`config.mk`:
```
export PLATFORM = sky130hd
export DESIGN_NAME = rpc_cell
export DESIGN_NICKNAME = d
export VERILOG_FILES = /design/src/rtl/rpc_pkg.sv /design/src/rtl/rpc_cell.sv
export SDC_FILE = /design/constraint.sdc
export NUM_CORES = 1
export LEC_CHECK = 0
export BUFFER_PORTS_ARGS = -buffer_cell sky130_fd_sc_hd__buf_2
export CAP_MARGIN = 25
export CELL_PAD_IN_SITES_DETAIL_PLACEMENT = 1
export CELL_PAD_IN_SITES_GLOBAL_PLACEMENT = 2
export CORE_ASPECT_RATIO = 0.9
export CORE_UTILIZATION = 33
export CTS_BUF_LIST = sky130_fd_sc_hd__clkbuf_4
export DETAILED_ROUTE_END_ITERATION = 10
export GPL_ROUTABILITY_DRIVEN = 0
export GPL_TIMING_DRIVEN = 0
export PLACE_DENSITY = 0.83
export SLEW_MARGIN = 10
export SYNTH_ARGS = -nofsm -noshare
export SYNTH_HDL_FRONTEND = slang
export SYNTH_SLANG_ARGS = --single-unit
```
`constraint.sdc`:
```
create_clock -name clock -period 3.9 [get_ports clock]
set_input_delay 0.78 -clock clock [delete_from_list [all_inputs] [get_ports clock]]
set_output_delay 0.78 -clock clock [all_outputs]
set_load 0.02 [all_outputs]
```
`src/rtl/rpc_pkg.sv`:
```
// ----------------------------------------------------------------------------
// rpc_pkg: shared definitions for the rectangular/polar converter
// Angle table, fixed-point formats and the control word that travels
// down the rotator chain.
// ----------------------------------------------------------------------------
package rpc_pkg;

   localparam int DEF_SAMPLE_WIDTH    = 16;
   localparam int DEF_ROTATION_STAGES = 16;

   // Phase fields are binary angles, 2^PHASE_WIDTH is a full turn
   localparam int PHASE_WIDTH = 16;
   // Rotator angle, 2^ANGLE_WIDTH is a full turn
   localparam int ANGLE_WIDTH = 32;
   localparam int GUARD_BITS  = 8;
   // Headroom for CORDIC gain and the sqrt(2) of a diagonal vector
   localparam int HEADROOM    = 3;

   // Inverse CORDIC gain 0.60725... in Q20, held as a signed constant
   localparam int GAIN_FRAC   = 20;
   localparam int GAIN_WIDTH  = GAIN_FRAC + 1;
   localparam logic signed [GAIN_WIDTH-1:0] INV_GAIN = GAIN_WIDTH'(636750);

   // Quarter turn in the phase field format
   localparam logic signed [PHASE_WIDTH-1:0] PHASE_QUARTER = PHASE_WIDTH'(16384);

   localparam int ATAN_ENTRIES = 24;

   // round(atan(2^-i) / (2*pi) * 2^32)
   localparam logic [ANGLE_WIDTH-1:0] ATAN_TABLE [ATAN_ENTRIES] = '{
      32'h20000000, 32'h12E4051E, 32'h09FB385B, 32'h051111D4, 32'h028B0D43, 32'h0145D7E1,
      32'h00A2F61E, 32'h00517C55, 32'h0028BE53, 32'h00145F2F, 32'h000A2F98, 32'h000517CC,
      32'h00028BE6, 32'h000145F3, 32'h0000A2FA, 32'h0000517D, 32'h000028BE, 32'h0000145F,
      32'h00000A30, 32'h00000518, 32'h0000028C, 32'h00000146, 32'h000000A3, 32'h00000051
   };

   typedef enum logic {
      MODE_TO_POLAR = 1'b0,
      MODE_TO_RECT  = 1'b1
   } mode_type;

   // Control word that rides along each stage of the rotator
   typedef struct packed {
      logic     valid;
      mode_type mode;
      logic     zero;    // cartesian request was the zero vector
   } ctl_type;

endpackage

```
`src/rtl/rpc_cell.sv`:
```
// ----------------------------------------------------------------------------
// rpc_cell: one micro-rotation of the CORDIC chain
// Rotates (x, y) by +-atan(2^-STAGE) and tracks the angle in z.
// ----------------------------------------------------------------------------
module rpc_cell
   import rpc_pkg::*;
#(
   parameter int                     XW    = DEF_SAMPLE_WIDTH + GUARD_BITS + HEADROOM,
   parameter int                     STAGE = 0,
   parameter logic [ANGLE_WIDTH-1:0] ANGLE = ATAN_TABLE[0]
) (
   input  logic                          clock,
   input  logic                          reset,
   input  logic                          enable,
   input  ctl_type                       in_ctl,
   input  logic signed [XW-1:0]          in_x,
   input  logic signed [XW-1:0]          in_y,
   input  logic        [ANGLE_WIDTH-1:0] in_z,
   output ctl_type                       out_ctl,
   output logic signed [XW-1:0]          out_x,
   output logic signed [XW-1:0]          out_y,
   output logic        [ANGLE_WIDTH-1:0] out_z
);

   ctl_type                       ctl_ff;
   logic signed [XW-1:0]          x_ff, x_in;
   logic signed [XW-1:0]          y_ff, y_in;
   logic        [ANGLE_WIDTH-1:0] z_ff, z_in;

   logic signed [XW-1:0] x_shr;
   logic signed [XW-1:0] y_shr;
   logic                 turn_back;

   assign x_shr = in_x >>> STAGE;
   assign y_shr = in_y >>> STAGE;

   // vectoring drives y to zero, rotation drives z to zero
   assign turn_back = (in_ctl.mode == MODE_TO_RECT) ? ~in_z[ANGLE_WIDTH-1] : in_y[XW-1];

   always_comb begin
      if (turn_back) begin
         x_in = in_x - y_shr;
         y_in = in_y + x_shr;
         z_in = in_z - ANGLE;
      end else begin
         x_in = in_x + y_shr;
         y_in = in_y - x_shr;
         z_in = in_z + ANGLE;
      end
   end

   always_ff @(posedge clock) begin
      if (reset) begin
         ctl_ff <= '0;
      end else if (enable) begin
         ctl_ff <= in_ctl;
      end
   end

   always_ff @(posedge clock) begin
      if (enable) begin
         x_ff <= x_in;
         y_ff <= y_in;
         z_ff <= z_in;
      end
   end

   assign out_ctl = ctl_ff;
   assign out_x   = x_ff;
   assign out_y   = y_ff;
   assign out_z   = z_ff;

endmodule

```
* Word level (Yosys, flattened, before mapping)
Cells that the tools add are included.
** Cells by class
- Add/subtract/negate cells :: 5
- Mux-type cells :: 4
- Bitwise logic cells :: 1
** Operator list (number)
- $mux W27 :: 2
- $sub A27 B27 Y27 :: 2
- $add A32 B30 Y32 const B :: 1
- $mux W32 :: 1
- $sub A32 B30 Y32 const B :: 1
- $add A27 B27 Y27 :: 1
- $mux W1 :: 1
- $not A1 Y1 :: 1
** Storage, ports and cells
- Register bits after elaboration :: 89
- Input port bits :: 92
- Output and inout port bits :: 89
- Logic and storage cells :: 16

* Logic depth before layout (Yosys ltp)
- Depth in word-level cells :: 3
- Mapped depth :: 12
- Mapped depth without buffers :: 12

* Worst setup path after synthesis
No wires, ideal clock.
- Path kind :: input to register
- Start :: input in_x[8]
- End :: register x_ff[23], in the netlist out_x[23] (data pin)
- Library setup time :: 267 ps
- Arrival time :: 2945 ps
- Required time :: 3633 ps
- Setup slack :: 688 ps
- Stages :: 11
- Buffers on the path :: 1
- Cell sequence :: inv_1 ha_1 buf_6 nor4_4 o2111ai_1 a311oi_2 nor3_2 o21a_1 o41a_1 mux2i_1 xnor2_1
** Between the ends
- Longest elaborated chain between the ends :: 2
- Elaborated cells between the ends (all ways) :: 3
- Those cells by class :: add/sub (2); mux (1)
** Ends and longest elaborated chain
- start: declaration :: line rpc_cell.sv:16 : input logic signed [XW-1:0] in_x,
- $add A27 B27 Y27 / $sub A27 B27 Y27 (equally long branches) :: line rpc_cell.sv:46, rpc_cell.sv:42
- $mux W27 * :: line rpc_cell.sv:41 : if (turn_back) begin
- net x_in[23] :: line rpc_cell.sv:26 : logic signed [XW-1:0] x_ff, x_in;
- end signal: assignment :: line rpc_cell.sv:62 : x_ff <= x_in;
- end: declaration :: line rpc_cell.sv:26
Mark *: on every way through the listed nets, which the timed path passes. The rest lies on a longest branch.
A chain may end at the register's enable or synchronous reset.

* Final worst setup path
- Start :: input in_x[1]
- End :: register y_ff[23], in the netlist out_y[23] (data pin)
** Between the ends
- Longest elaborated chain between the ends :: 2
- Elaborated cells between the ends (all ways) :: 3
- Those cells by class :: add/sub (2); mux (1)
** Ends and longest elaborated chain
- $sub A27 B27 Y27 / $add A27 B27 Y27 (equally long branches) :: line rpc_cell.sv:47, rpc_cell.sv:43
- $mux W27 * :: line rpc_cell.sv:41
- net y_in[23] :: line rpc_cell.sv:27 : logic signed [XW-1:0] y_ff, y_in;
- end signal: assignment :: line rpc_cell.sv:63 : y_ff <= y_in;
- end: declaration :: line rpc_cell.sv:27
Marks and branches as above.

==> impl_metrics.json <==
{
  "finalInstanceArea_sq_um": 8350,
  "clock_sinks": 88,
  "synth.area.mux_share": 0.0159,
  "setup_viol": 0,
  "cts.clk_slew.worst_paths_ns": 0.16,
  "final_util": 0.411,
  "final_common_cell": "buf_2",
  "ctsResizeCount": 0,
  "tightest_slew_ns": 1.03,
  "ys_seq_elements": 88,
  "grt.overflow.total": 0,
  "die_w_um": 155,
  "synthDominantCellAreaShare": 0.368,
  "cp.required_ns": 4.10,
  "clock_latency_ns": 0.45,
  "r2r_end": "out_ctl[1]$_SDFFE_PP0P_",
  "p_leak_nw": 3.78,
  "async_flop_share": 0,
  "synth_nets": 913,
  "grt_max_degree": 52,
  "grt_pass1_vias": 6173,
  "ir_drop_mv": 0.124,
  "synth_edf_count": 85,
  "endpoint_kind": "flop",
  "drt-pass1-iter-count": 5,
  "rsz0062_at_grt": "false",
  "post-dp-hpwl_mm": 18.4,
  "cts_tree": "done",
  "postCtsHoldBufs": 0,
  "clockBufferDepth": 2,
  "timing.hold.ws_ns": 0.472,
  "arrival_ns": 3.93,
  "rrSetupSlack_ns": 3.30,
  "reg2reg_from": "out_ctl[1]$_SDFFE_PP0P_",
  "start_util": 0.341,
  "fin_skew_ns": 0,
  "synth-compound-area-share": 0.219,
  "hold_path.class": "in -> reg",
  "cts_root_buffer": "clkbuf_4",
  "cap_violations": 0,
  "reg2reg_depth": 2,
  "place_area_sq_um": 8210,
  "crit_path_start_kind": "input pin",
  "wire_per_inst_um": 18.9,
  "viasPerCell": 5.21,
  "synthFlopType": "edfxtp_1",
  "drcViolationCount": 0,
  "ys_types": 65,
  "grtUsageTotal": 0.212,
  "die_h_um": 139,
  "antenna_found_initial": 2,
  "power_density_nw_per_um2": 357,
  "ys_warn_count": 0,
  "syn_to_final_growth_pct": 20.5,
  "netlist_instances": 739,
  "clock.fmax_ghz": 0.268,
  "rows": 49,
  "core_sq_um": 20300,
  "layout.nets": 1105,
  "instances_no_fill": 1218,
  "timing.final.hold_violations": 0,
  "synth_top_family_by_area": "compound AO/OA/AOI/OAI gates",
  "final_cell_mix": "188 x buf_2, 87 x a21oi_1, 85 x edfxtp_1",
  "synth_top_area_cell": "edfxtp_1",
  "timing.final.crit_share": 0.956,
  "synth.area.top_cells": "edfxtp_1 37%, ha_1 14%, a21oi_1 6.3%",
  "cts_made_buffers": 9,
  "status": "completed",
  "grt_pass1_wl_mm": 35.0,
  "dp_cells": 1200,
  "synthAdderAreaFrac": 0.152,
  "ys_seq_area_frac": 0.377,
  "post-cts-setup-buffers": 0,
  "cp_max_fo": 5,
  "postRouteAntennaNets": 0,
  "vias": 6346,
  "period_needed_ns": 3.73,
  "ios": 181,
  "maxSlewViolCount": 0,
  "crit_path_start": "in_x[1]",
  "syn_avg_cell_area_sq_um": 9.37,
  "synth_xor_area_frac": 0.0670,
  "totalWireLength_mm": 23.1,
  "netlist_area_sq_um": 6930,
  "relSlewSlack": 0.306,
  "dieArea_sq_um": 21600,
  "htreeDepth": 3,
  "port_buffers": 180,
  "endpoint": "out_y[23]$_DFFE_PP_",
  "drive_above_1_share": 0.235,
  "drtIter0Drc": 494,
  "synthSimpleGateAreaFrac": 0.104,
  "timing_worst_setup_path_type": "in -> reg"
}
## worst min-delay path by stage
stage,startpoint,end,slack [ns],depth (start not counted)
CTS,in_z[14],out_z[14]$_DFFE_PP_,0.43,1
global placement,out_ctl[1]$_SDFFE_PP0P_,out_ctl[1]$_SDFFE_PP0P_,0.47,2
floorplan,out_ctl[0]$_SDFFE_PP0P_,out_ctl[0]$_SDFFE_PP0P_,0.58,2
global route,in_z[3],out_z[3]$_DFFE_PP_,0.44,1
detailed placement,out_ctl[0]$_SDFFE_PP0P_,out_ctl[0]$_SDFFE_PP0P_,0.49,2
finish,in_z[14],out_z[14]$_DFFE_PP_,0.47,1
## layout make-up
type                       count  area (sq um)
antenna                        2          5.00
buffer                        33           146
clock buffer                   9          67.6
clock inverter                 7          68.8
fill                        2435         11900
inverter                      81           304
multi-input combinational    537          3860
sequential                    88          2610
tap                          280           350
timing repair buffer         181           931
## sequential cells by signal (all words and copies together) (netlist names)
register	flops
out_z	32
out_y	27
out_x	26
out_ctl	3
## cells in the mapped netlist, types with 3 or more instances
cell type  number
nand3_1        16
o21bai_1       13
o21ai_0        45
nand2b_1        5
nand2_1        33
a211o_1         4
nand4_1         3
buf_2           9
a211oi_1       12
o21a_1          5
a21o_1         22
clkbuf_1       16
fa_1            4
mux2i_1        11
dfxtp_1         3
or3_1           5
ha_1           78
inv_1          79
buf_1           6
a31oi_1         3
edfxtp_1       85
xor2_1          9
nor2_1         58
nor3_1         15
o211ai_1        7
nor3b_1         3
a21oi_1        87
a31o_2          3
xnor2_1        44
nor2b_1         8
o221ai_1        3
## power breakdown
part | switching, mW | internal [mW]
logic | 0.775 | 0.413
clock network | 0.353 | 0.196
registers | 0.0348 | 1.21
total | 1.16 | 1.82
## metrics by stage
step	TNS, ns	setup WS (ns)	power [mW]
finish	0	0.170	2.98
global route	0	0.0579	3.13
CTS	0	0.216	3.00
detailed placement	-1.82	-0.300	2.45
global placement	-1.46	-0.223	2.43
floorplan	0	0.688	2.01
## worst max-delay path, stage by stage
cell and delay (ns):
buf_2 0.17, inv_1 0.10, ha_1 0.33, nor2b_1 0.14, o21ai_0 0.25, a211oi_1 0.13, a211o_1 0.30, a311oi_1 0.87
o211a_1 0.40, o22ai_1 0.16, o22ai_2 0.19, xnor2_1 0.10
## cells by family after synthesis
logic type	Yosys count
AO/OA/AOI/OAI	237
XOR/XNOR	53
adder cells (fa/ha/maj)	82
buffers and inverters	114
flip-flops	88
multiplexers	11
AND/OR/NAND/NOR	154
## metal layers
layer,vias up,track usage,part of all wire
met2,278,0.335,0.44
met4,0,0.0422,0.0075
li1,3009,-,-
met1,3039,0.301,0.47
met3,20,0.0402,0.073
met5,-,0,0
No activity file was read; power rests on OpenSTA's default activity.
