$ cat config.mk
export PLATFORM = sky130hd
export DESIGN_NAME = rpc_prep
export DESIGN_NICKNAME = d
export VERILOG_FILES = /design/src/rtl/rpc_pkg.sv /design/src/rtl/rpc_prep.sv
export SDC_FILE = /design/constraint.sdc
export NUM_CORES = 1
export LEC_CHECK = 0
export ABC_AREA = 1
export BUFFER_PORTS_ARGS = -buffer_cell sky130_fd_sc_hd__buf_2
export CAP_MARGIN = 20
export CORE_UTILIZATION = 40
export CTS_CLUSTER_SIZE = 30
export DETAILED_ROUTE_END_ITERATION = 7
export GPL_TIMING_DRIVEN = 1
export PLACE_DENSITY = 0.78
export SLEW_MARGIN = 30
export SYNTH_ARGS = -nofsm -noshare
export SYNTH_HDL_FRONTEND = slang
export SYNTH_SLANG_ARGS = --single-unit
export TNS_END_PERCENT = 100
$ cat constraint.sdc
create_clock -name clock -period 1.5 [get_ports clock]
set_input_delay 0.075 -clock clock [delete_from_list [all_inputs] [get_ports clock]]
set_output_delay 0.075 -clock clock [all_outputs]
set_load 0.005 [all_outputs]
$ cat src/rtl/rpc_pkg.sv
// ----------------------------------------------------------------------------
// rpc_pkg: shared definitions for the rectangular/polar converter
// Angle table, fixed-point formats and the control word that travels
// down the rotator chain.
// ----------------------------------------------------------------------------
package rpc_pkg;

   localparam int DEF_SAMPLE_WIDTH    = 16;
   localparam int DEF_ROTATION_STAGES = 16;

   // Phase fields are binary angles, 2^PHASE_WIDTH is a full turn
   localparam int PHASE_WIDTH = 16;
   // Rotator angle, 2^ANGLE_WIDTH is a full turn
   localparam int ANGLE_WIDTH = 32;
   localparam int GUARD_BITS  = 8;
   // Headroom for CORDIC gain and the sqrt(2) of a diagonal vector
   localparam int HEADROOM    = 3;

   // Inverse CORDIC gain 0.60725... in Q20, held as a signed constant
   localparam int GAIN_FRAC   = 20;
   localparam int GAIN_WIDTH  = GAIN_FRAC + 1;
   localparam logic signed [GAIN_WIDTH-1:0] INV_GAIN = GAIN_WIDTH'(636750);

   // Quarter turn in the phase field format
   localparam logic signed [PHASE_WIDTH-1:0] PHASE_QUARTER = PHASE_WIDTH'(16384);

   localparam int ATAN_ENTRIES = 24;

   // round(atan(2^-i) / (2*pi) * 2^32)
   localparam logic [ANGLE_WIDTH-1:0] ATAN_TABLE [ATAN_ENTRIES] = '{
      32'h20000000, 32'h12E4051E, 32'h09FB385B, 32'h051111D4, 32'h028B0D43, 32'h0145D7E1,
      32'h00A2F61E, 32'h00517C55, 32'h0028BE53, 32'h00145F2F, 32'h000A2F98, 32'h000517CC,
      32'h00028BE6, 32'h000145F3, 32'h0000A2FA, 32'h0000517D, 32'h000028BE, 32'h0000145F,
      32'h00000A30, 32'h00000518, 32'h0000028C, 32'h00000146, 32'h000000A3, 32'h00000051
   };

   typedef enum logic {
      MODE_TO_POLAR = 1'b0,
      MODE_TO_RECT  = 1'b1
   } mode_type;

   // Control word that rides along each stage of the rotator
   typedef struct packed {
      logic     valid;
      mode_type mode;
      logic     zero;    // cartesian request was the zero vector
   } ctl_type;

endpackage

$ cat src/rtl/rpc_prep.sv
// ----------------------------------------------------------------------------
// rpc_prep: operand setup ahead of the rotator chain
// Scales the request into rotator format and folds it into the right half
// plane (to polar) or into +-quarter turn (to rectangular).
// ----------------------------------------------------------------------------
module rpc_prep
   import rpc_pkg::*;
#(
   parameter int SAMPLE_WIDTH = DEF_SAMPLE_WIDTH,
   parameter int XW           = DEF_SAMPLE_WIDTH + GUARD_BITS + HEADROOM
) (
   input  logic                           clock,
   input  logic                           reset,
   input  logic                           enable,
   input  logic                           in_valid,
   input  logic                           in_mode,
   input  logic signed [SAMPLE_WIDTH-1:0] in_real,
   input  logic signed [SAMPLE_WIDTH-1:0] in_imag,
   input  logic        [SAMPLE_WIDTH-1:0] in_mag,
   input  logic signed [PHASE_WIDTH-1:0]  in_phase,
   output ctl_type                        out_ctl,
   output logic signed [XW-1:0]           out_x,
   output logic signed [XW-1:0]           out_y,
   output logic        [ANGLE_WIDTH-1:0]  out_z
);

   ctl_type                       ctl_ff, ctl_in;
   logic signed [XW-1:0]          x_ff, x_in;
   logic signed [XW-1:0]          y_ff, y_in;
   logic        [ANGLE_WIDTH-1:0] z_ff, z_in;

   logic signed [XW-1:0]          re_ext;
   logic signed [XW-1:0]          im_ext;
   logic signed [XW-1:0]          mag_ext;
   logic        [ANGLE_WIDTH-1:0] phase_ext;
   logic                          fold;

   assign re_ext    = XW'(in_real) <<< GUARD_BITS;
   assign im_ext    = XW'(in_imag) <<< GUARD_BITS;
   assign mag_ext   = XW'(in_mag) <<< GUARD_BITS;
   assign phase_ext = {in_phase, (ANGLE_WIDTH - PHASE_WIDTH)'(0)};
   assign fold      = (in_phase > PHASE_QUARTER) || (in_phase < -PHASE_QUARTER);

   always_comb begin
      ctl_in.valid = in_valid;
      ctl_in.mode  = mode_type'(in_mode);
      ctl_in.zero  = (in_real == '0) && (in_imag == '0);
      if (in_mode == MODE_TO_RECT) begin
         // take a half turn off the angle and flip the magnitude
         x_in = fold ? -mag_ext : mag_ext;
         y_in = '0;
         z_in = fold ? {~phase_ext[ANGLE_WIDTH-1], phase_ext[ANGLE_WIDTH-2:0]} : phase_ext;
      end else begin
         // left half plane: negate the vector, start at a half turn
         x_in = in_real[SAMPLE_WIDTH-1] ? -re_ext : re_ext;
         y_in = in_real[SAMPLE_WIDTH-1] ? -im_ext : im_ext;
         z_in = {in_real[SAMPLE_WIDTH-1], (ANGLE_WIDTH - 1)'(0)};
      end
   end

   always_ff @(posedge clock) begin
      if (reset) begin
         ctl_ff <= '0;
      end else if (enable) begin
         ctl_ff <= ctl_in;
      end
   end

   always_ff @(posedge clock) begin
      if (enable) begin
         x_ff <= x_in;
         y_ff <= y_in;
         z_ff <= z_in;
      end
   end

   assign out_ctl = ctl_ff;
   assign out_x   = x_ff;
   assign out_y   = y_ff;
   assign out_z   = z_ff;

endmodule

# Word level (Yosys, flattened, before mapping)
# Cells that the tools add are included.
word_totals:
  register_bits: 89
  word_cells: 26
classes:
  add_sub_neg: 3
  n_lt_le_gt_ge: 2
  n_mux: 6
  bitwise_logic: 2
  reduce_logical: 5
ops:
  columns: ["cell", "count"]
  rows:
  - ["27-bit two-way mux", 4]
  - ["24-bit negator with 27-bit output", 3]
  - ["32-bit two-way mux", 2]
  - ["16-bit logical NOT", 2]
  - ["16-bit greater-than comparator, second input constant", 1]
  - ["16-bit by 15-bit < comparator with 1-bit output, second input constant", 1]
  - ["1-bit inverter", 2]
  - ["2-bit OR reduction", 1]
  - ["1-bit logical AND", 1]
  - ["1-bit logical OR", 1]

# Longest topological paths before layout
depth:
  depth_word: 4
  depth_mapped: 12
  mapped_depth_nobuf: 11

# Worst setup path after synthesis
# Ideal clock, no wire load.
synth_timing:
  path_kind: "input-to-reg"
  startpoint: "input in_imag[0]"
  endpoint: "register y_ff[20], in the netlist out_y[20] (data pin)"
  setup_time_ps: 255
  t_arrival_ps: 1004
  t_required_ps: 1245
  setup_slack_ps: 241
  cell_stages: 9
  cell_sequence: "inv_1 -> ha_1 -> nand3_1 -> nor2_1 -> nand3_1 -> nand2_1 -> nand3_1 -> nand2_1 -> nor2_1"
synth_via:
  elab_chain_cells: 2
synth_rtl:
  columns: ["element", "line_no", "source"]
  rows:
  - ["start: declaration", "rpc_prep.sv:18", "input logic signed [SAMPLE_WIDTH-1:0] in_imag,"]
  - ["24-bit negator with 27-bit output", "rpc_prep.sv:56", "y_in = in_real[SAMPLE_WIDTH-1] ? -im_ext : im_ext;"]
  - ["27-bit two-way mux", "rpc_prep.sv:56", null]
  - ["end signal: assignment", "rpc_prep.sv:72", "y_ff <= y_in;"]
  - ["end: declaration", "rpc_prep.sv:29", "logic signed [XW-1:0] y_ff, y_in;"]
# No other way between the ends.
# A chain may end at the register's enable or synchronous reset.

==> run_results.csv <==
group,metric,value,unit
pwr,p_clk_frac,0.346,
grt,grt_pass1_wl,15.3,mm
timing,finalCriticalPeriod,1.28,ns
critical_path,start_kind,"input pin",
clocking,numCtsBuffers,9,
placed_design,port_buffers,125,
pwr,power_density,872,mW/mm^2
routing,drc_errors,0,
critical_path,crit_chain,"dlygate4sd3_1 -> buf_2 -> inv_1 -> o21ai_0 -> a21oi_1 -> dlygate4sd3_1",
synth,synth_top_family_by_area,"simple AND/OR/NAND/NOR gates",
synth,synthCells,514,
finish,drive_above_1_share,0.251,
clocking,worstSkewPairLatency,0.34,ns
pwr,p_leak,2.45,nW
grt,use_met3,0.0446,
finish,diodes,0,
flow_run,drv_cap,0,
timing,rsz0062_at_grt,"no",
timing,clock.fmax,0.778,GHz
grt,track_usage,0.198,
finish,area_growth,25.5,%
timing,fin_crit_sh,0.857,
critical_path,worst_path_max_delay_cell,"dlygate4sd3_1",
placed_design,post-place-cells,770,
pwr,finalPower,4.19,mW
synth,synthXorXnorAreaFrac,0.0160,
grt,use_met2,0.331,
pwr,pwr-share-comb,0.190,
routing,drt_iter0_drc,291,
timing,hold_viol,0,
routing,dr.pass1.iters,5,
finish,layout_commonest_cell,"nand2_1",
pwr,vdd_drop_max,405,uV
critical_path,critical_path_class,"in2reg",
grt,antenna_found_initial,0,
floorplan,fp-row-count,35,
critical_path,critPathTopFamily,"buffers and inverters",
clocking,htreeDepth,3,
clocking,cts_tree,"yes",
synth,synth-seq-cells,57,
floorplan,dieArea,0.00996,sq mm
routing,wl_per_cell,12.4,microns
critical_path,crit_fanout,3,
routing,num_vias,3783,
pwr,p_int,3.04,mW
synth,syn_avg_cell_area,7.45,sq um
finish,final_cells,791,
pwr,swShare,0.274,
floorplan,die_w,99.8,microns
clocking,cts_num_sinks,57,
grt,gr-total-overflow,0,
timing,final.setup_skew,0,ns
grt,grt_max_degree,61,
floorplan,dieHeight,99.8,microns
routing,viasPerCell,4.78,
timing,maxSlewViolCount,0,
placed_design,placed_cell_area,0.00456,sq mm
clocking,cts_hold_buf,5,
floorplan,start_util,0.414,
synth,synth.area.mux_share,0,
critical_path,critical_path.endpoint_type,"register",
timing,setup_viol,0,
synth,synth_area,0.00383,sq mm
grt,grt_use_met1,0.240,
floorplan,ios,158,
critical_path,path_buf_inv,4,
placed_design,dp_hpwl,7.37,mm
finish,final_cell_mix,"nand2_1 (138), buf_2 (125), inv_1 (66)",
min_path,hold_class,"in2reg",
synth,synth-simple-area-share,0.318,
finish,stdcell_area,0.00480,sq mm
synth,synth_warnings,0,
timing,finalSetupTns,0,ns
critical_path,worstPathArrival,1.58,ns
pwr,p_sw,1.15,mW
floorplan,core-area,0.00924,sq mm
finish,nets,729,
grt,first_global_vias,3352,
clocking,clock-root-buffer,"clkbuf_8",
clocking,post-cts-setup-buffers,0,
critical_path,worstPathRequired,1.80,ns
critical_path,slowest_delay,0.56,ns
pwr,power_frac_seq,0.464,
grt,grt.busiest_layer,"met2",
synth,synth_seq_area_share,0.439,
routing,postRouteAntennaNets,0,
synth,yosys.cell_types.count,31,
outcome,status,"complete, no violations",
clocking,path_clk_slew,0.07,ns
critical_path,path_common_cell,"dlygate4sd3_1",
clocking,cts_resized,0,
routing,wl,9.84,mm
placed_design,gp_congestion,0.867,
clocking,clock_path_buffers,2,
synth,synth-compound-area-share,0.0680,
synth,synth_fa_ha_area_frac,0.00981,
==> worst register-to-register path, cell delays in order, from the launching register on <==
cell           delay (ns)
dfxtp_1              0.31
o21ai_0              0.14
a21oi_1              0.06
dlygate4sd3_1        0.57
==> cells by family after synthesis <==
logic type / count (synthesis)
AO/OA/AOI/OAI: 50
XOR/XNOR: 7
adder cells (fa/ha/maj): 3
buffers and inverters: 114
flip-flops: 57
other: 1
AND/OR/NAND/NOR: 282
==> area by class of cell <==
type,instances,area [sq um]
clock buffers,13,149
clock inverters,3,40.0
fillers,905,4440
inverters,67,251
multi-input cells,374,1700
flip-flops and latches,57,1680
well taps,129,161
repair buffers,148,823
==> power groups by stage <==
| stage | clock [mW] | sequential, mW | combinational [mW] |
|---|---|---|---|
| 2_1_floorplan | 0 | 2.00 | 0.429 |
| 3_3_place_gp | 0 | 1.98 | 0.763 |
| 3_5_place_dp | 0 | 1.98 | 0.782 |
| 4_1_cts | 1.46 | 1.95 | 0.795 |
| 5_1_grt | 1.52 | 1.96 | 0.900 |
| 6_report | 1.45 | 1.94 | 0.796 |
==> state kept, by name, indices dropped and copies added, names as in the netlist <==
| signal | cells |
|---|---|
| out_ctl | 3 |
| out_y | 19 |
| out_x | 19 |
| out_z | 16 |
==> synthesized netlist by cell type (all sizes together) <==
cell type,instances,area share
a21o,1,0.0020
xor2,4,0.0092
nand3,63,0.082
or2,1,0.0016
nand3b,3,0.0059
nor2,63,0.067
xnor2,3,0.0069
nor3,5,0.0065
nand2,141,0.14
o21ai,27,0.035
dfxtp,3,0.016
ha,3,0.0098
nor4,2,0.0049
clkbuf,6,0.0059
conb,1,0.00098
edfxtp,54,0.42
nand4,4,0.0065
inv,67,0.066
o21a,2,0.0039
o211ai,1,0.0020
buf,41,0.076
a21oi,19,0.025
==> path summary, 6_finish.rpt <==
| check | slack [ns] | start | cells past startpoint | to |
|---|---|---|---|---|
| min | 0.01 | in_phase[7] | 3 | out_z[23] |
| max reg2reg | 0.31 | out_ctl[2] | 3 | out_ctl[2] |
| min reg2reg | 0.52 | out_ctl[1] | 2 | out_ctl[1] |
| max | 0.22 | reset | 6 | out_ctl[2] |
==> through the flow <==
stage	hold WS (ns)	worst slack, ns	utilization
final	0.00979	0.215	0.520
after global routing	0.0121	0.137	0.520
after CTS	0.00235	0.248	0.520
after detailed placement	0.341	0.0268	0.494
after global placement	0.312	0.0886	0.494
after floorplan	0.164	0.241	-
==> metal layers <==
metal,part of all wire,wire (microns),vias up
li1,-,-,1890
met1,0.43,4280,1709
met2,0.47,4600,164
met3,0.072,711,20
met4,0.025,248,0
met5,0,0,-
Note: power is estimated with default switching activity, not from simulation.
