File: src/rtl/rpc_pkg.sv
// ----------------------------------------------------------------------------
// rpc_pkg: shared definitions for the rectangular/polar converter
// Angle table, fixed-point formats and the control word that travels
// down the rotator chain.
// ----------------------------------------------------------------------------
package rpc_pkg;

   localparam int DEF_SAMPLE_WIDTH    = 16;
   localparam int DEF_ROTATION_STAGES = 16;

   // Phase fields are binary angles, 2^PHASE_WIDTH is a full turn
   localparam int PHASE_WIDTH = 16;
   // Rotator angle, 2^ANGLE_WIDTH is a full turn
   localparam int ANGLE_WIDTH = 32;
   localparam int GUARD_BITS  = 8;
   // Headroom for CORDIC gain and the sqrt(2) of a diagonal vector
   localparam int HEADROOM    = 3;

   // Inverse CORDIC gain 0.60725... in Q20, held as a signed constant
   localparam int GAIN_FRAC   = 20;
   localparam int GAIN_WIDTH  = GAIN_FRAC + 1;
   localparam logic signed [GAIN_WIDTH-1:0] INV_GAIN = GAIN_WIDTH'(636750);

   // Quarter turn in the phase field format
   localparam logic signed [PHASE_WIDTH-1:0] PHASE_QUARTER = PHASE_WIDTH'(16384);

   localparam int ATAN_ENTRIES = 24;

   // round(atan(2^-i) / (2*pi) * 2^32)
   localparam logic [ANGLE_WIDTH-1:0] ATAN_TABLE [ATAN_ENTRIES] = '{
      32'h20000000, 32'h12E4051E, 32'h09FB385B, 32'h051111D4, 32'h028B0D43, 32'h0145D7E1,
      32'h00A2F61E, 32'h00517C55, 32'h0028BE53, 32'h00145F2F, 32'h000A2F98, 32'h000517CC,
      32'h00028BE6, 32'h000145F3, 32'h0000A2FA, 32'h0000517D, 32'h000028BE, 32'h0000145F,
      32'h00000A30, 32'h00000518, 32'h0000028C, 32'h00000146, 32'h000000A3, 32'h00000051
   };

   typedef enum logic {
      MODE_TO_POLAR = 1'b0,
      MODE_TO_RECT  = 1'b1
   } mode_type;

   // Control word that rides along each stage of the rotator
   typedef struct packed {
      logic     valid;
      mode_type mode;
      logic     zero;    // cartesian request was the zero vector
   } ctl_type;

endpackage

File: src/rtl/rpc_gain.sv
// ----------------------------------------------------------------------------
// rpc_gain: gain compensation and result formatting
// Registers x and y times the inverse CORDIC gain, then rounds, saturates
// and zeroes the fields the conversion direction does not use.
// ----------------------------------------------------------------------------
module rpc_gain
   import rpc_pkg::*;
#(
   parameter int SAMPLE_WIDTH = DEF_SAMPLE_WIDTH,
   parameter int XW           = DEF_SAMPLE_WIDTH + GUARD_BITS + HEADROOM
) (
   input  logic                           clock,
   input  logic                           reset,
   input  logic                           enable,
   input  ctl_type                        in_ctl,
   input  logic signed [XW-1:0]           in_x,
   input  logic signed [XW-1:0]           in_y,
   input  logic        [ANGLE_WIDTH-1:0]  in_z,
   output logic                           out_valid,
   output logic                           out_mode,
   output logic        [SAMPLE_WIDTH-1:0] out_mag,
   output logic signed [PHASE_WIDTH-1:0]  out_phase,
   output logic signed [SAMPLE_WIDTH:0]   out_real,
   output logic signed [SAMPLE_WIDTH:0]   out_imag
);

   localparam int PW    = XW + GAIN_WIDTH;
   localparam int SHIFT = GAIN_FRAC + GUARD_BITS;
   localparam logic signed [PW-1:0] ROUND_BIAS = PW'(64'd1 << (SHIFT - 1));

   ctl_type                       ctl_ff;
   logic signed [PW-1:0]          prod_x_ff, prod_x_in;
   logic signed [PW-1:0]          prod_y_ff, prod_y_in;
   logic signed [PHASE_WIDTH-1:0] phase_ff, phase_in;

   logic        [ANGLE_WIDTH-1:0] z_round;
   logic signed [PW-1:0]          sx;
   logic signed [PW-1:0]          sy;
   logic        [SAMPLE_WIDTH-1:0] mag_sat;
   logic signed [SAMPLE_WIDTH:0]   re_sat;
   logic signed [SAMPLE_WIDTH:0]   im_sat;

   assign prod_x_in = PW'(in_x) * PW'(INV_GAIN);
   assign prod_y_in = PW'(in_y) * PW'(INV_GAIN);
   assign z_round   = in_z + ANGLE_WIDTH'(32'h0000_8000);
   assign phase_in  = in_ctl.zero ? '0 : z_round[ANGLE_WIDTH-1 -: PHASE_WIDTH];

   always_ff @(posedge clock) begin
      if (reset) begin
         ctl_ff <= '0;
      end else if (enable) begin
         ctl_ff <= in_ctl;
      end
   end

   always_ff @(posedge clock) begin
      if (enable) begin
         prod_x_ff <= prod_x_in;
         prod_y_ff <= prod_y_in;
         phase_ff  <= phase_in;
      end
   end

   // round half up, then drop guard and gain fraction bits
   assign sx = (prod_x_ff + ROUND_BIAS) >>> SHIFT;
   assign sy = (prod_y_ff + ROUND_BIAS) >>> SHIFT;

   always_comb begin
      if (sx[PW-1]) begin
         mag_sat = '0;
      end else if (sx[PW-1:SAMPLE_WIDTH] != '0) begin
         mag_sat = '1;
      end else begin
         mag_sat = sx[SAMPLE_WIDTH-1:0];
      end

      // in range when the top bits are a sign extension of bit SAMPLE_WIDTH
      if ((sx[PW-1:SAMPLE_WIDTH] == '0) || (sx[PW-1:SAMPLE_WIDTH] == '1)) begin
         re_sat = sx[SAMPLE_WIDTH:0];
      end else begin
         re_sat = {sx[PW-1], {SAMPLE_WIDTH{~sx[PW-1]}}};
      end

      if ((sy[PW-1:SAMPLE_WIDTH] == '0) || (sy[PW-1:SAMPLE_WIDTH] == '1)) begin
         im_sat = sy[SAMPLE_WIDTH:0];
      end else begin
         im_sat = {sy[PW-1], {SAMPLE_WIDTH{~sy[PW-1]}}};
      end
   end

   always_comb begin
      out_valid = ctl_ff.valid;
      out_mode  = ctl_ff.mode;
      if (ctl_ff.mode == MODE_TO_RECT) begin
         out_mag   = '0;
         out_phase = '0;
         out_real  = re_sat;
         out_imag  = im_sat;
      end else begin
         out_mag   = mag_sat;
         out_phase = phase_ff;
         out_real  = '0;
         out_imag  = '0;
      end
   end

endmodule
File: config.mk
export PLATFORM = sky130hd
export DESIGN_NAME = rpc_gain
export DESIGN_NICKNAME = d
export VERILOG_FILES = /design/src/rtl/rpc_pkg.sv /design/src/rtl/rpc_gain.sv
export SDC_FILE = /design/constraint.sdc
export NUM_CORES = 2
export LEC_CHECK = 0
export ABC_AREA = 1
export BUFFER_PORTS_ARGS = -buffer_cell sky130_fd_sc_hd__buf_2
export CORE_MARGIN = 5
export CORE_UTILIZATION = 60
export CTS_CLUSTER_DIAMETER = 150
export DETAILED_ROUTE_END_ITERATION = 10
export PLACE_DENSITY = 0.83
export RECOVER_POWER = 100
export SYNTH_ARGS = -nofsm -noshare
export SYNTH_HDL_FRONTEND = slang
export SYNTH_SLANG_ARGS = --single-unit
File: constraint.sdc
create_clock -name clock -period 8.8 [get_ports clock]
set_input_delay 1.76 -clock clock [delete_from_list [all_inputs] [get_ports clock]]
set_output_delay 1.76 -clock clock [all_outputs]
set_load 0.01 [all_outputs]
Word-level counts from Yosys, hierarchy flattened
Index checks and enable logic that the tools add are counted.
- register bits: 112
- bits in latches: 0
- RAM bits: 0
- memory bits (read-only): 0
- input port bits: 92
- output and inout bits: 68
- word-level logic and storage cells: 27
- memories kept: 0
- add/subtract/negate cells: 3
- $mul: 2
- divide/modulo/power cells: 0
- magnitude comparators: 0
- equality and inequality tests: 2
- shifts and indexed selects: 0
- multiplexer cells: 8
- bitwise logic cells: 2
- reductions and logical operators: 5
- operator list (kind ; number):
    adder 48 x 29 -> 48 bit (second input constant) ; 2
    multiplier 27 x 20 -> 47 bit (second input constant) ; 2
    two-way mux 17 bit ; 4
    equality test 32 bit (second input constant) ; 2
    zero test 32 bit ; 2
    two-way mux 16 bit ; 4
    adder 32 x 16 -> 32 bit (second input constant) ; 1
    nonzero test 32 bit ; 1
    logical OR 1 bit ; 2
    inverter 1 bit ; 2

Depth between registers and ports, before layout
- word-level depth: 5
- gate-level depth with buffers: 26
- gate-level depth less buffers: 26

Worst setup path after synthesis
OpenSTA, ideal clock, no wires.
- path type: input port to flip-flop
- start point: input in_x[5]
- end point: register prod_x_ff[39], data pin
- setup time: 0.252 ns
- arrival: 6.488 ns
- required time: 8.548 ns
- slack: 2.060 ns
- cell stages on the path: 23
- path buffers: 0
- cell sequence: ha_1 > xor2_1 > ha_1 > or2_2 > fa_1 > inv_1 > fa_1 > inv_1 > fa_1 > fa_1 > inv_1 > fa_1 > inv_1 > ha_1 > nand2_1 > nor2_1 > nand2_1 > nor2_1 > nand2_1 > nor3_1 > nor2_1 > nand3_1 > nand2_1
- cells in the longest elaborated chain, start to end: 1
- ends and longest elaborated chain (what ; line ; RTL):
    from (decl) ; rpc_gain.sv:16 ; input logic signed [XW-1:0] in_x,
    multiplier 27 x 20 -> 47 bit ; rpc_gain.sv:43 ; assign prod_x_in = PW'(in_x) * PW'(INV_GAIN);
    named net prod_x_in[39] ; rpc_gain.sv:32 ; logic signed [PW-1:0] prod_x_ff, prod_x_in;
    to (signal assigned) ; rpc_gain.sv:58 ; prod_x_ff <= prod_x_in;
    to (decl) ; rpc_gain.sv:32 ;
The timed path passes the listed nets, and every way through them passes these cells.
A chain may end at the register's enable or synchronous reset.

Final worst setup path
- start point: input in_x[25]
- end point: register prod_x_ff[42], data pin
Same word-level chain as after synthesis.

==> flow_metrics.env <==
export IMPL_area_growth_pct=5.85
export IMPL_drive_above_1_share_pct=3.67
export IMPL_arrival_ps=7640
export IMPL_critPathKind="input pin to flop"
export IMPL_hold_path_class="flop to flop"
export IMPL_clk_latency_ps=320
export IMPL_die_w_um=226
export IMPL_post_cts_buffers=0
export IMPL_synth_edff_count=58
export IMPL_min_delay_start="out_valid"
export IMPL_initial_utilization_pct=60.5
export IMPL_synth_top_area_cell="fa_1"
export IMPL_grt_overflow_total=0
export IMPL_fill_cells=3861
export IMPL_yosysMostFrequentCell="inv_1"
export IMPL_die_area_um2=51300
export IMPL_cts_hold_buf=0
export IMPL_drt_iter0_drc=1646
export IMPL_seq_area_frac_synth_pct=6.34
export IMPL_synthArstFlopShare_pct=0
export IMPL_r2r_setup_slack_ps=7130
export IMPL_end_kind="flop"
export IMPL_gp_congestion=0.969
export IMPL_syn_nets=4481
export IMPL_critPathMostFrequentCell="fa_1"
export IMPL_drt_wl_total_um=70700
export IMPL_fin_worst_skew_ps=0
export IMPL_worstPathMaxFanout=6
export IMPL_vias_per_cell=5.38
export IMPL_grt_setup_unrepaired="no"
export IMPL_fin_crit_ps=7560
export IMPL_clk_pin_slew_ps=50
export IMPL_worstReg2RegEnd="out_mode"
export IMPL_wire_per_inst_um=16.8
export IMPL_worstPathCellList="clkbuf_1 > inv_1 > ha_1 > inv_1 > fa_1 > fa_1 > fa_1 > fa_1 > fa_1 > inv_1 > fa_1 > inv_1 > ha_1 > a21oi_1 > o21ai_0 > a21oi_1 > nor2_1 > nor3_1 > nand2_1 > nand2_1 > nand2_1"
export IMPL_synth_compound_area_share_pct=6.31
export IMPL_synth_top_family_by_area="adder cells"
export IMPL_grt_start_max_net_pins=61
export IMPL_muxShareOfSynthArea_pct=0
export IMPL_ys_ff_latch=60
export IMPL_reg2reg_from="out_mode"
export IMPL_clock_root_buffer="clkbuf_16"
export IMPL_synthCells=3444
export IMPL_drc_errors=0
export IMPL_grt_pass1_vias=23600
export IMPL_critPathLaunchType="input pin"
export IMPL_max_freq_mhz=132
export IMPL_cts_tree="built"
export IMPL_netlist_top_cells_area="fa_1 35%, ha_1 20%, inv_1 13%"
export IMPL_cts_resized=0
export IMPL_startpoint="in_x[25]"
export IMPL_yosysWarnings=0
export IMPL_grt_pass1_wl_um=117000
export IMPL_clock_sinks=60
export IMPL_min_to="out_valid"
export IMPL_violations="max-capacitance violations, max-slew violations"
export IMPL_multi_input_area_um2=22500
export IMPL_post_dp_hpwl_um=63500
export IMPL_grt_usage_pct=28.2
export IMPL_ant_nets=0
export IMPL_die_y_um=226
export IMPL_synth_ff_type="edfxtp_1"
export IMPL_cts_buffers=9
export IMPL_firstDrtPassIters=6
export IMPL_holdPathStages=2
export IMPL_rr_worst_depth=3
export IMPL_syn_area_per_cell_um2=8.16
export IMPL_tightest_slew_ps=3110
export IMPL_synth_simple_area_share_pct=14.5
export IMPL_maxSlewHeadroom_pct=-108
export IMPL_tns_ps=0
export IMPL_diodes=0
export IMPL_ioPinCount=160
export IMPL_port_buffers=144
export IMPL_synth_adder_area_share_pct=55.3
export IMPL_coreArea_um2=46500
export IMPL_hold_violations=0
export IMPL_crit_path_max_incr_delay_ps=610
export IMPL_rows=79
export IMPL_slowest_stage="fa_1"
export IMPL_synth_cell_types=45
export IMPL_antenna_found_initial=0
export IMPL_cts_path_max_buffers=2
export IMPL_setup_violations_final=0
export IMPL_synth_commonest_cells="967 x inv_1, 543 x nand2_1, 494 x fa_1"
export IMPL_worstPathRequired_ps=8880
export IMPL_min_period_over_period_pct=85.9
export IMPL_status="finished with violations"
export IMPL_vias=22600
export IMPL_synthesis_area_um2=28100
export IMPL_slew_violations=61
export IMPL_drv_cap=1
export IMPL_synth_xor_area_share_pct=4.24
export IMPL_seqCellArea_um2=1780
export IMPL_synth_top_area_share_pct=35.2
export IMPL_finalNetCount=4630
export IMPL_htree_levels=3
-- state kept, by name, indices dropped and copies added (netlist names) --
| name | count |
|---|---|
| out_mode | 1 |
| out_valid | 1 |
| phase_ff | 16 |
| prod_x_ff | 21 |
| prod_y_ff | 21 |
-- how the worst max path moves through the flow --
stage          slack, ps  depth (start not counted)       endpoint
3_5_place_dp        1190                         20  prod_y_ff[40]
4_1_cts             1520                         20  prod_y_ff[40]
5_1_grt              970                         25  prod_x_ff[37]
6_report            1240                         21  prod_x_ff[42]
2_1_floorplan       2060                         23  prod_x_ff[39]
3_3_place_gp        1260                         20  prod_y_ff[40]
-- per-stage QoR --
step	setup slack [ps]	std cells	hold slack, ps	utilization, %	cell area (µm²)
after floorplan	2060	3444	477	-	28100
after global placement	1260	4189	444	63.6	29600
after detailed placement	1190	4189	459	63.6	29600
after CTS	1520	4205	467	64.3	29900
after global routing	972	4205	497	64.0	29700
final	1240	4205	465	64.0	29700
-- per-layer routing --
| metal | share of wire, % | vias up | global-route usage (%) |
|---|---|---|---|
| li1 | - | 10700 | - |
| met1 | 44 | 10800 | 39.8 |
| met2 | 46 | 914 | 46.7 |
| met3 | 7.9 | 151 | 4.03 |
| met4 | 2.4 | 0 | 6.54 |
| met5 | 0 | - | 0 |
-- placed cells by master, fill, tap and decap left out, types with 6 or more instances in the layout --
master / count
a21o_1: 9
o21ai_0: 115
ha_1: 451
o21bai_1: 13
xor2_1: 69
xnor2_1: 67
clkbuf_1: 64
clkbuf_16: 9
buf_2: 83
nand4_1: 29
nor2_1: 259
nand3_1: 89
nand2_2: 7
nor3_1: 34
inv_2: 6
a21oi_1: 171
o21a_1: 10
fa_1: 494
edfxtp_1: 58
nand2_1: 544
inv_1: 968
or2_2: 6
-- layout make-up --
cell class                      count  area share (%)
Clock buffer                       10           0.770
Multi-Input combinational cell   2397            75.8
Inverter                          975            12.3
Clock inverter                      6           0.299
Tap cell                          607            2.55
Timing Repair Buffer              150            2.29
Sequential cell                    60            5.99
-- logic make-up after synthesis --
family | count (synthesis)
compound gates | 330
buf+inv | 987
simple gates | 986
fa+ha+maj | 945
flops | 60
xor+xnor | 136
-- critical path, delay by kind of cell --
family	cells	cell delay, ps
buffers and inverters	5	890
AND/OR/NAND/NOR	5	610
adder cells (fa/ha/maj)	8	3760
AO/OA/AOI/OAI	3	610
Power is not shown: default switching activity piles up to over one toggle a cycle in this logic, so the estimate is an artifact.
